<file path="src/http3_settings_payload_parser_assert.svh">
// Assertion macros for the settings payload parser core.
`ifndef HTTP3_SETTINGS_PAYLOAD_PARSER_ASSERT_SVH
`define HTTP3_SETTINGS_PAYLOAD_PARSER_ASSERT_SVH

// The consequent must hold in the same cycle as the antecedent.
`define HSPP_ASSERT_NOW(label, ante, cons, msg) \
    label: assert property (@(posedge i_clk) disable iff (!i_rst_n) \
        (ante) |-> (cons)) else $error(msg);

// The consequent must hold in the cycle after the antecedent.
`define HSPP_ASSERT_NEXT(label, ante, cons, msg) \
    label: assert property (@(posedge i_clk) disable iff (!i_rst_n) \
        (ante) |=> (cons)) else $error(msg);

`endif

</file>
<file path="src/hspp_pkg.sv">
// Types and constants shared by the settings payload parser modules.
package hspp_pkg;

    localparam int ID_REGS    = 4;
    localparam int CFG_IDX_W  = 3;
    localparam int CFG_DATA_W = 16;
    localparam int ID_W       = 16;
    localparam int VALUE_W    = 62;
    localparam int COUNT_W    = 10;
    localparam int IN_DEPTH   = 2;
    localparam int OUT_DEPTH  = 2;

    // Register indexes on the configuration port.
    localparam logic [CFG_IDX_W-1:0] CFG_SETTINGS_LIMIT  = 3'd0;
    localparam logic [CFG_IDX_W-1:0] CFG_KNOWN_ID_A      = 3'd1;
    localparam logic [CFG_IDX_W-1:0] CFG_KNOWN_ID_B      = 3'd2;
    localparam logic [CFG_IDX_W-1:0] CFG_KNOWN_ID_C      = 3'd3;
    localparam logic [CFG_IDX_W-1:0] CFG_KNOWN_ID_D      = 3'd4;
    localparam logic [CFG_IDX_W-1:0] CFG_KNOWN_ID_ENABLE = 3'd5;

    // Frame status codes.
    localparam logic [1:0] STATUS_OK    = 2'd0;
    localparam logic [1:0] STATUS_LOAD  = 2'd1;
    localparam logic [1:0] STATUS_ERROR = 2'd2;

    // Register reset values.
    localparam logic [COUNT_W-1:0] SETTINGS_LIMIT_RST  = 10'd16;
    localparam logic [ID_REGS-1:0] KNOWN_ID_ENABLE_RST = 4'b0111;
    localparam logic [ID_W-1:0]    KNOWN_ID_RST [ID_REGS] = '{16'd1, 16'd6, 16'd7, 16'd0};

    typedef struct packed {
        logic [7:0] payload_byte;
        logic       last_byte;
    } t_in_item;

    typedef struct packed {
        logic               pair_valid;
        logic [ID_W-1:0]    setting_id;
        logic [VALUE_W-1:0] setting_value;
        logic               frame_done;
        logic [1:0]         frame_status;
    } t_out_item;

    typedef struct packed {
        logic [COUNT_W-1:0] settings_limit;
        logic [ID_REGS-1:0] known_id_enable;
    } t_cfg;

endpackage

</file>
<file path="src/http3_settings_payload_parser.sv">
// Top level of the settings payload parser: configuration registers and the queues.
// A pushed byte is registered in the input queue, and its result in the output queue.
// Throughput: one payload byte per cycle, sustained while results are popped.
// The input queue and the output queue hold two transactions each, so either side may stall.
// Reset is synchronous and active low; it clears the queues, the frame state and
// restores the registers to 16, 1, 6, 7, 0 and enable 0111.
module http3_settings_payload_parser #(
    parameter int KNOWN_IDS = 4
) (
    input  logic                               i_clk,
    input  logic                               i_rst_n,
    input  logic                               push,
    output logic                               full,
    input  hspp_pkg::t_in_item                 i_in_item,
    output logic                               empty,
    input  logic                               pop,
    output hspp_pkg::t_out_item                o_out_item,
    input  logic                               i_cfg_valid,
    output logic                               o_cfg_ready,
    input  logic [hspp_pkg::CFG_IDX_W-1:0]     i_cfg_index,
    input  logic [hspp_pkg::CFG_DATA_W-1:0]    i_cfg_data
);

    // Identifier registers beyond the four that exist never match.
    localparam int NUM_IDS = (KNOWN_IDS < hspp_pkg::ID_REGS) ? KNOWN_IDS : hspp_pkg::ID_REGS;

    logic [hspp_pkg::COUNT_W-1:0] r_settings_limit;
    logic [hspp_pkg::ID_REGS-1:0] r_known_id_enable;
    logic [hspp_pkg::ID_W-1:0]    r_known_id [NUM_IDS];

    hspp_pkg::t_cfg      w_cfg;
    hspp_pkg::t_in_item  w_head;
    hspp_pkg::t_out_item w_result;
    logic                w_in_empty;
    logic                w_in_pop;
    logic                w_out_full;
    logic                w_out_push;

    assign o_cfg_ready           = 1'b1;
    assign w_cfg.settings_limit  = r_settings_limit;
    assign w_cfg.known_id_enable = r_known_id_enable;

    always_ff @(posedge i_clk) begin
        if (!i_rst_n) begin
            r_settings_limit  <= hspp_pkg::SETTINGS_LIMIT_RST;
            r_known_id_enable <= hspp_pkg::KNOWN_ID_ENABLE_RST;
            for (int k = 0; k < NUM_IDS; k++) begin
                r_known_id[k] <= hspp_pkg::KNOWN_ID_RST[k];
            end
        end else if (i_cfg_valid && o_cfg_ready) begin
            if (i_cfg_index == hspp_pkg::CFG_SETTINGS_LIMIT) begin
                r_settings_limit <= i_cfg_data[hspp_pkg::COUNT_W-1:0];
            end
            if (i_cfg_index == hspp_pkg::CFG_KNOWN_ID_ENABLE) begin
                r_known_id_enable <= i_cfg_data[hspp_pkg::ID_REGS-1:0];
            end
            for (int k = 0; k < NUM_IDS; k++) begin
                if (i_cfg_index == hspp_pkg::CFG_IDX_W'(hspp_pkg::CFG_KNOWN_ID_A + k)) begin
                    r_known_id[k] <= i_cfg_data;
                end
            end
        end
    end

    hspp_fifo #(
        .WIDTH ($bits(hspp_pkg::t_in_item)),
        .DEPTH (hspp_pkg::IN_DEPTH)
    ) u_in_queue (
        .i_clk   (i_clk),
        .i_rst_n (i_rst_n),
        .i_push  (push),
        .i_data  (i_in_item),
        .o_full  (full),
        .i_pop   (w_in_pop),
        .o_data  (w_head),
        .o_empty (w_in_empty)
    );

    hspp_core #(
        .NUM_IDS (NUM_IDS)
    ) u_core (
        .i_clk      (i_clk),
        .i_rst_n    (i_rst_n),
        .i_in_empty (w_in_empty),
        .i_in_item  (w_head),
        .o_in_pop   (w_in_pop),
        .i_out_full (w_out_full),
        .o_out_push (w_out_push),
        .o_out_item (w_result),
        .i_cfg      (w_cfg),
        .i_known_id (r_known_id)
    );

    hspp_fifo #(
        .WIDTH ($bits(hspp_pkg::t_out_item)),
        .DEPTH (hspp_pkg::OUT_DEPTH)
    ) u_out_queue (
        .i_clk   (i_clk),
        .i_rst_n (i_rst_n),
        .i_push  (w_out_push),
        .i_data  (w_result),
        .o_full  (w_out_full),
        .i_pop   (pop),
        .o_data  (o_out_item),
        .o_empty (empty)
    );

endmodule

</file>
<file path="src/hspp_fifo.sv">
// Small register queue used on both sides of the parser core.
module hspp_fifo #(
    parameter int WIDTH = 8,
    parameter int DEPTH = 2
) (
    input  logic             i_clk,
    input  logic             i_rst_n,
    input  logic             i_push,
    input  logic [WIDTH-1:0] i_data,
    output logic             o_full,
    input  logic             i_pop,
    output logic [WIDTH-1:0] o_data,
    output logic             o_empty
);

    // DEPTH must be a power of two of at least two, so the pointers wrap by themselves; the block does not check it.
    localparam int AW = $clog2(DEPTH);
    localparam int CW = $clog2(DEPTH + 1);

    logic [WIDTH-1:0] r_mem [DEPTH];
    logic [AW-1:0]    r_wr_ptr;
    logic [AW-1:0]    r_rd_ptr;
    logic [CW-1:0]    r_count;
    logic             w_push;
    logic             w_pop;

    assign o_full  = (r_count == CW'(DEPTH));
    assign o_empty = (r_count == '0);
    assign o_data  = r_mem[r_rd_ptr];
    assign w_push  = i_push && !o_full;
    assign w_pop   = i_pop && !o_empty;

    always_ff @(posedge i_clk) begin
        if (!i_rst_n) begin
            r_wr_ptr <= '0;
            r_rd_ptr <= '0;
            r_count  <= '0;
        end else begin
            if (w_push) begin
                r_wr_ptr <= r_wr_ptr + AW'(1);
            end
            if (w_pop) begin
                r_rd_ptr <= r_rd_ptr + AW'(1);
            end
            if (w_push && !w_pop) begin
                r_count <= r_count + CW'(1);
            end else if (w_pop && !w_push) begin
                r_count <= r_count - CW'(1);
            end
        end
    end

    always_ff @(posedge i_clk) begin
        if (w_push) begin
            r_mem[r_wr_ptr] <= i_data;
        end
    end

endmodule

</file>
<file path="src/hspp_core.sv">
// Parser core: variable-length integer decoding, pair matching and frame status.
module hspp_core #(
    parameter int NUM_IDS = 4
) (
    input  logic                  i_clk,
    input  logic                  i_rst_n,
    input  logic                  i_in_empty,
    input  hspp_pkg::t_in_item    i_in_item,
    output logic                  o_in_pop,
    input  logic                  i_out_full,
    output logic                  o_out_push,
    output hspp_pkg::t_out_item   o_out_item,
    input  hspp_pkg::t_cfg        i_cfg,
    input  logic [hspp_pkg::ID_W-1:0] i_known_id [NUM_IDS]
);

    logic                           r_in_value_phase;
    logic [2:0]                     r_bytes_left;
    logic [hspp_pkg::VALUE_W-1:0]   r_acc;
    logic [hspp_pkg::ID_W-1:0]      r_held_id;
    logic [hspp_pkg::COUNT_W-1:0]   r_accepted_count;
    logic [1:0]                     r_error_status;

    logic                           n_in_value_phase;
    logic [2:0]                     n_bytes_left;
    logic [hspp_pkg::VALUE_W-1:0]   n_acc;
    logic [hspp_pkg::ID_W-1:0]      n_held_id;
    logic [hspp_pkg::COUNT_W-1:0]   n_accepted_count;
    logic [1:0]                     n_error_status;

    logic       w_consume;
    logic       w_last;
    logic [7:0] w_byte;
    logic       w_known;
    logic       w_start_ok;
    logic       w_pair;

    assign w_consume = !i_in_empty && !i_out_full;
    assign w_last    = i_in_item.last_byte;
    assign w_byte    = i_in_item.payload_byte;
    assign o_in_pop  = w_consume;

    always_comb begin
        w_known = 1'b0;
        for (int i = 0; i < NUM_IDS; i++) begin
            if (i_cfg.known_id_enable[i] && (i_known_id[i] == r_held_id)) begin
                w_known = 1'b1;
            end
        end
    end

    always_comb begin
        n_in_value_phase = r_in_value_phase;
        n_bytes_left     = r_bytes_left;
        n_acc            = r_acc;
        n_held_id        = r_held_id;
        n_accepted_count = r_accepted_count;
        n_error_status   = r_error_status;
        w_start_ok       = 1'b1;
        w_pair           = 1'b0;

        if (r_error_status == hspp_pkg::STATUS_OK) begin
            if (r_bytes_left == 3'd0) begin
                // A new identifier may not begin once the limit is reached.
                if (!r_in_value_phase && (r_accepted_count >= i_cfg.settings_limit)) begin
                    n_error_status = hspp_pkg::STATUS_LOAD;
                    w_start_ok     = 1'b0;
                end else begin
                    n_bytes_left = 3'((4'd1 << w_byte[7:6]) - 4'd1);
                    n_acc        = {56'd0, w_byte[5:0]};
                end
            end else begin
                n_acc        = {r_acc[hspp_pkg::VALUE_W-9:0], w_byte};
                n_bytes_left = r_bytes_left - 3'd1;
            end

            if (w_start_ok && (n_bytes_left == 3'd0)) begin
                if (!r_in_value_phase) begin
                    n_held_id        = n_acc[hspp_pkg::ID_W-1:0];
                    n_in_value_phase = 1'b1;
                end else begin
                    n_in_value_phase = 1'b0;
                    if (w_known) begin
                        w_pair = 1'b1;
                        if (r_accepted_count != '1) begin
                            n_accepted_count = r_accepted_count + 10'd1;
                        end
                    end
                end
            end

            if (w_last && (n_error_status == hspp_pkg::STATUS_OK)
                    && (n_in_value_phase || (n_bytes_left != 3'd0))) begin
                n_error_status = hspp_pkg::STATUS_ERROR;
            end
        end

        o_out_item.pair_valid    = w_pair;
        o_out_item.setting_id    = w_pair ? r_held_id : '0;
        o_out_item.setting_value = w_pair ? n_acc : '0;
        o_out_item.frame_done    = w_last;
        o_out_item.frame_status  = w_last ? n_error_status : hspp_pkg::STATUS_OK;

        // The last byte closes the frame and the per-frame state starts afresh.
        if (w_last) begin
            n_in_value_phase = 1'b0;
            n_bytes_left     = 3'd0;
            n_acc            = '0;
            n_held_id        = '0;
            n_accepted_count = '0;
            n_error_status   = hspp_pkg::STATUS_OK;
        end
    end

    assign o_out_push = w_consume && (w_pair || w_last);

    always_ff @(posedge i_clk) begin
        if (!i_rst_n) begin
            r_in_value_phase <= 1'b0;
            r_bytes_left     <= 3'd0;
            r_acc            <= '0;
            r_held_id        <= '0;
            r_accepted_count <= '0;
            r_error_status   <= hspp_pkg::STATUS_OK;
        end else if (w_consume) begin
            r_in_value_phase <= n_in_value_phase;
            r_bytes_left     <= n_bytes_left;
            r_acc            <= n_acc;
            r_held_id        <= n_held_id;
            r_accepted_count <= n_accepted_count;
            r_error_status   <= n_error_status;
        end
    end

`include "http3_settings_payload_parser_assert.svh"

    `HSPP_ASSERT_NOW(a_push_has_room, o_out_push, !i_out_full, "result pushed into a full queue")
    `HSPP_ASSERT_NOW(a_pair_needs_ok, w_pair, r_error_status == hspp_pkg::STATUS_OK, "pair emitted after an error")
    `HSPP_ASSERT_NEXT(a_error_sticky, (r_error_status != hspp_pkg::STATUS_OK) && !(w_consume && w_last), r_error_status == $past(r_error_status), "error status changed inside a frame")
    `HSPP_ASSERT_NEXT(a_frame_clears, w_consume && w_last, (r_accepted_count == '0) && !r_in_value_phase && (r_bytes_left == 3'd0), "frame state not cleared after last byte")

endmodule

</file>
<file path="config.mk">
export PLATFORM = sky130hd
export DESIGN_NAME = http3_settings_payload_parser
export DESIGN_NICKNAME = d
export VERILOG_FILES = /design/src/hspp_pkg.sv /design/src/http3_settings_payload_parser.sv /design/src/hspp_fifo.sv /design/src/hspp_core.sv
export VERILOG_INCLUDE_DIRS = /design/src /design/src/src
export SDC_FILE = /design/constraint.sdc
export NUM_CORES = 1
export LEC_CHECK = 0
export BUFFER_PORTS_ARGS = -buffer_cell sky130_fd_sc_hd__buf_4
export CAP_MARGIN = 20
export CORE_ASPECT_RATIO = 0.6
export CORE_MARGIN = 5
export CORE_UTILIZATION = 38
export CTS_CLUSTER_DIAMETER = 80
export DETAILED_ROUTE_END_ITERATION = 10
export GPL_ROUTABILITY_DRIVEN = 1
export PLACE_DENSITY = 0.63
export SLEW_MARGIN = 20
export SYNTH_ARGS = -nofsm -noshare
export SYNTH_HDL_FRONTEND = slang
export SYNTH_SLANG_ARGS = --single-unit
</file>
<file path="constraint.sdc">
create_clock -name i_clk -period 13.05 [get_ports i_clk]
set_input_delay 2.61 -clock i_clk [delete_from_list [all_inputs] [get_ports i_clk]]
set_output_delay 2.61 -clock i_clk [all_outputs]
set_load 0.01 [all_outputs]
</file>
## Yosys cells after proc, flatten, opt, wreduce, memory -nomap -nowiden

Memory sizes are Yosys's and may differ from the RTL's. A register that Yosys moved wholly into a read port is not among the register bits.
Cells that the tools add are included.

| operators by class | value |
|---|---|
| add/sub/neg operators | 11 |
| magnitude comparators | 1 |
| eq/ne operators | 13 |
| shifts and indexed selects | 1 |
| mux-type cells | 56 |
| reductions and logical operators | 53 |

Operator list:

| cell | count |
|---|---|
| $mux W62 | 5 |
| $mux W16 | 5 |
| $eq A16 B16 Y1 | 4 |
| $mux W10 | 6 |
| $mux W1 | 24 |
| $mux W2 | 11 |
| $logic_and A1 B1 Y1 | 18 |
| $mux W3 | 5 |
| $reduce_and A2 Y1 | 7 |
| $reduce_bool A2 Y1 | 7 |
| $add A10 B1 Y10 const B | 1 |
| $ge A10 B10 Y1 | 1 |
| $ne A10 B10 Y1 const B | 1 |
| $logic_not A1 Y1 | 9 |
| $logic_not A3 Y1 | 3 |
| $logic_not A2 Y1 | 4 |
| $eq A3 B2 Y1 const B | 2 |
| $eq A3 B3 Y1 const B | 2 |
| $reduce_and A6 Y1 | 1 |
| $sub A3 B1 Y3 const B | 2 |
| $add A1 B1 Y1 const B | 4 |
| $add A2 B1 Y2 const B | 2 |
| $eq A2 B2 Y1 const B | 2 |
| $reduce_and A4 Y1 | 1 |
| other kinds (6) | 8 |

| storage, ports and cells | value |
|---|---|
| register bits | 180 |
| bits in writable memories | 182 |
| input bits | 33 |
| output and inout bits | 85 |
| word-level logic and storage cells | 155 |
| memories | 2 |

Memories:

| memory | words | width | rd ports | clocked after Yosys merged registers in | write ports | RTL line | text |
|---|---|---|---|---|---|---|---|
| u_out_queue.r_mem | 2 | 82 | 1 | 1 | 1 | hspp_fifo.sv:20 | `logic [WIDTH-1:0] r_mem [DEPTH];` |
| u_in_queue.r_mem | 2 | 9 | 1 | 1 | 1 | hspp_fifo.sv:20 |  |

## Depth between registers and ports, before layout

| depth | value |
|---|---|
| depth after elaboration | 17 |
| mapped depth | 13 |
| gate-level depth less buffers | 11 |

## Modules after synthesis

From an unflattened synthesis, not the netlist that was laid out.

| second synthesis, totals | value |
|---|---|
| cell total of the unflattened synthesis | 1,297 |
| area total of the unflattened synthesis | 15,646.3 µm² |

By module, submodules not included:

| module | instances | cells each | area an instance (µm²) | sequential area each (µm²) |
|---|---|---|---|---|
| hspp_fifo (u_out_queue) | 1 | 280 | 6,147.1 | 5,024.8 |
| hspp_core | 1 | 681 | 5,688.0 | 1,881.8 |
| http3_settings_payload_parser | 1 | 283 | 2,930.3 | 1,561.5 |
| hspp_fifo (u_in_queue) | 1 | 53 | 880.8 | 640.6 |

## Least setup slack after synthesis

No wires, ideal clock.

| timing | value |
|---|---|
| kind | reg2reg |
| start | register u_core.r_bytes_left[0] |
| end | memory u_out_queue.r_mem[0][0] (netlist bit) (enable) |
| library setup time | 0.644 ns |
| data arrival time | 7.881 ns |
| required time | 12.406 ns |
| path slack | 4.525 ns |
| cell stages (with the launch flop) | 8 |
| buffers on the path | 0 |
| clock period less this slack | 8.525 ns |
| cells stage by stage | dfxtp_1 > inv_1 > ha_1 > nor2b_1 > o21ai_0 > a211oi_1 > nand3_1 > a211oi_1 |

| on the way | value |
|---|---|
| word-level cells in the longest chain between the ends | 12 |
| elaborated cells on any way between the ends | 16 |
| those cells by class | 1 x add/sub; 9 x mux; 6 x reduce/logical |

RTL lines:

| element | RTL line | text |
|---|---|---|
| start, declared | hspp_core.sv:18 | `logic [2:0] r_bytes_left;` |
| start signal, assigned | hspp_core.sv:127 | `r_bytes_left <= n_bytes_left;` |
| $sub A3 B1 Y3, or another cell as far along | hspp_core.sv:74 | `n_bytes_left = r_bytes_left - 3'd1;` |
| $mux W3 | hspp_core.sv:63 | `if (r_bytes_left == 3'd0) begin` |
| $mux W3 | hspp_core.sv:62 | `if (r_error_status == hspp_pkg::STATUS_OK) begin` |
| $logic_not A3 Y1 | hspp_core.sv:77 | `if (w_start_ok && (n_bytes_left == 3'd0)) begin` |
| $logic_and A1 B1 Y1 (*) | hspp_core.sv:77 |  |
| $mux W1 (*) | hspp_core.sv:77 |  |
| $mux W1 (*) | hspp_core.sv:62 |  |
| $logic_or A1 B1 Y1 (*) | hspp_core.sv:115 | `assign o_out_push = w_consume && (w_pair \|\| w_last);` |
| $logic_and A1 B1 Y1 (*) | hspp_core.sv:115 |  |
| $logic_and A1 B1 Y1 (*) | hspp_fifo.sv:30 | `assign w_push = i_push && !o_full;` |
| $mux W1 (*) | hspp_fifo.sv:54 | `if (w_push) begin` |
| $mux W1 (implied by the code) (*) | hspp_fifo.sv:55 | `r_mem[r_wr_ptr] <= i_data;` |
| end, declared | hspp_fifo.sv:20 |  |

Mark *: on every way between the ends. The rest lies on a longest branch, timed or not. The select of a mux whose other input is x is not followed.

==> impl_metrics.tcl <==
set metrics [dict create \
    drcViolationCount 0 \
    grt_max_degree 81 \
    post_drt_via_cell_ratio 5.416 \
    antenna_found_initial 0 \
    clock_latency_ns 0.54 \
    drt-pass1-iter-count 7 \
    peakVddDrop_mv 0.09081 \
    cp_slowest_cell "buf_4" \
    ant_nets 0 \
    clock-sinks 364 \
    nNetsFinal 1523 \
    cts-buffers-inserted 36 \
    cts_htree_levels 2 \
    min_period_over_period_pct 38.36 \
    crit_type "flip-flop to output port" \
    cts-root-buf "clkbuf_16" \
    area_growth_pct 16.07 \
    cts-hold-fix-buffers 0 \
    die_h_um 167.2 \
    synth_most_common_cell "nand2_1" \
    status "finished clean" \
    port_buffers 116 \
    crit_path_max_incr_delay_ns 0.76 \
    final_area_um2 18160 \
    cp.arrival_ns 2.40 \
    gp_congestion 0.8587 \
    crit_required_ns 10.44 \
    grt_pass1_wl_mm 64.47 \
    drive_gt1_share_pct 19.10 \
    first_global_vias 10829 \
    grt_usage_pct 17.93 \
    start_util_pct 38.55 \
    crit_path_end_kind "output port" \
    rsz0062_at_grt "false" \
    power_density_nw_per_um2 187.0 \
    cp_num_buf_inv 2 \
    max_slew_margin_pct 25.32 \
    synth_top_cell_by_area "edfxtp_1" \
    cts_tree "done" \
    synthesis.nets 1455 \
    syn_area_per_cell_um2 11.12 \
    synth_cells 1407 \
    cts_max_path_buffers 3 \
    num-fill-cells 3744 \
    synth_top_area_share_pct 34.94 \
    coreArea_um2 40580 \
    synth_ff_type "edfxtp_1" \
    ys_seq_area_share_pct 58.23 \
    fin_worst_skew_ns 0.02940 \
    path_common_cell "buf_4" \
    ys_seq_elements 364 \
    wirelength_mm 41.81 \
    rows 57 \
    synthTopCellsByCount "nand2_1, dfxtp_1, edfxtp_1" \
    top_level_ports 118 \
    worst_slew_pin_slew_ns 1.120 \
    cpLargestDelayFamily "buffers and inverters" \
    synth_area_leaders "edfxtp_1, dfxtp_1, mux2_2" \
    clock.fmax_mhz 199.8 \
    fin_tns_setup_ns 0 \
    die_area_um2 45460 \
    fin_crit_ns 5.006 \
    synth-edff-count 182 \
    place_area_um2 16930 \
    first_iter_violations 1021 \
    dp_hpwl_mm 27.58 \
    async_flop_share_pct 0 \
    worst-path-max-fanout 73 \
    setup_viol 0 \
    wire_per_inst_um 20.55 \
    yosysWarnings 0 \
    die_w_um 271.9 \
    min_path_type "flip-flop to flip-flop" \
    hold_viol 0 \
    path_cells "buf_4, mux2_2, buf_4" \
    netlist_area_um2 15640 \
    p_leak_nw 6.652 \
    cts.repair.resized 0 \
    num_vias 11017 \
    max_cap_viol_count 0 \
    diodes 0 \
    maxSlewViolCount 0 \
    yosys.cell_types.count 65 \
    grt_overflow 0 \
    start_kind "flip-flop" \
    path_clk_slew_ns 0.06 \
    postCtsSetupBuffers 0 \
]
[cell usage in the layout (no fill, tap or decap), types with 4 or more instances in the layout]
cell type    n
nor3_1      23
a22o_1      56
o21ai_0     10
nand2b_1    11
a22oi_1     67
buf_4      127
xor2_1      68
ha_1        15
a21boi_0    34
or3_1        4
o21a_1       5
clkbuf_1     7
clkbuf_16   37
and3_1       9
nor2_1     110
nand3_1     23
mux2_2      90
a21oi_1     49
nand4_1     12
bufinv_16    6
nor4_1      22
inv_1       40
a31oi_1      4
clkinv_1    10
o2bb2ai_1   14
o211ai_1     4
dfxtp_1    181
edfxtp_1   182
nand2_1    191
mux2i_1     20
o22ai_1      7
[per-layer routing]
| layer | up-vias | routed length, um | track usage [%] |
|---|---|---|---|
| met4 | 0 | 661 | 3.609 |
| met5 | - | 0 | 0 |
| met3 | 51 | 2630 | 3.604 |
| li1 | 5213 | - | - |
| met2 | 330 | 17660 | 26.18 |
| met1 | 5423 | 20850 | 27.66 |
[worst register-to-register path: stages, from the launching register on]
cell,delay [ns]
dfxtp_1,0.39
inv_1,0.12
ha_1,0.27
nor2b_1,0.50
o21ai_0,0.20
a211oi_1,0.69
nand3_4,0.20
a211oi_4,0.62
buf_4,0.89
[power by group]
| part | switching [mW] | internal [mW] |
|---|---|---|
| clock network | 0.450 | 0.644 |
| registers | 0.0720 | 1.36 |
| logic | 0.528 | 0.343 |
[logic make-up (layout without fill, tap and decap cells)]
kind of cell             after synthesis  in the layout  synth area share, %
AND/OR/NAND/NOR                      429            429                12.14
flip-flops                           364            364                58.23
AO/OA/AOI/OAI                        277            277                13.09
buffers and inverters                140            236                3.583
multiplexers                         110            110                7.759
XOR/XNOR                              71             71                3.975
adder cells (fa/ha/maj)               15             15                1.200
other                                  1              1              0.02397
[cell type report]
type	instances	area, um2	share of cell area [%]
clock buffers	44	952.2	5.244
clock inverters	22	274.0	1.509
inverters	43	161.4	0.8890
multi-input cells	903	6038	33.26
flip-flops and latches	364	9112	50.19
well taps	531	664.4	3.659
repair buffers	127	953.4	5.251
[stage by stage]
step,total power [mW],hold WS (ns),util (%),setup WS (ns),instances
floorplan,1.983,0.4225,-,4.525,1407
global placement,2.314,0.4390,41.71,8.541,1968
global route,3.554,0.4688,44.74,7.918,2034
finish,3.396,0.4488,44.74,8.044,2034
CTS,3.421,0.4472,44.73,8.000,2034
detailed placement,2.325,0.4364,41.71,8.476,1968
[sequential cells by signal, summed over array words and instances (netlist names), named ones only]
name,flops
r_known_id,64
u_in_queue.r_mem,18
u_out_queue.r_count,2
u_core.r_held_id,16
u_core.r_in_value_phase,1
u_out_queue.r_rd_ptr,1
u_in_queue.r_rd_ptr,1
u_core.r_accepted_count,10
u_in_queue.r_count,2
u_out_queue.r_wr_ptr,1
u_core.r_bytes_left,3
r_settings_limit,10
u_in_queue.r_wr_ptr,1
u_core.r_acc,62
r_known_id_enable,4
u_out_queue.r_mem,164
u_core.r_error_status,2
[path summary, 6_finish.rpt]
| check | slack, ns | endpoint | startpoint | cells past startpoint |
|---|---|---|---|---|
| worst max-delay path | 8.04 | o_out_item[16] | flip-flop | 3 |
| worst min-delay path | 0.45 | u_core.r_bytes_left[1]$_SDFFE_PN0P_ | u_core.r_bytes_left[1]$_SDFFE_PN0P_ | 2 |
| worst max register to register | 8.71 | u_out_queue.r_mem[1][17]$_DFFE_PP_ | u_core.r_bytes_left[0]$_SDFFE_PN0P_ | 8 |
| worst min register to register | 0.45 | u_core.r_bytes_left[1]$_SDFFE_PN0P_ | u_core.r_bytes_left[1]$_SDFFE_PN0P_ | 2 |
No activity file was read; power rests on OpenSTA's default activity.
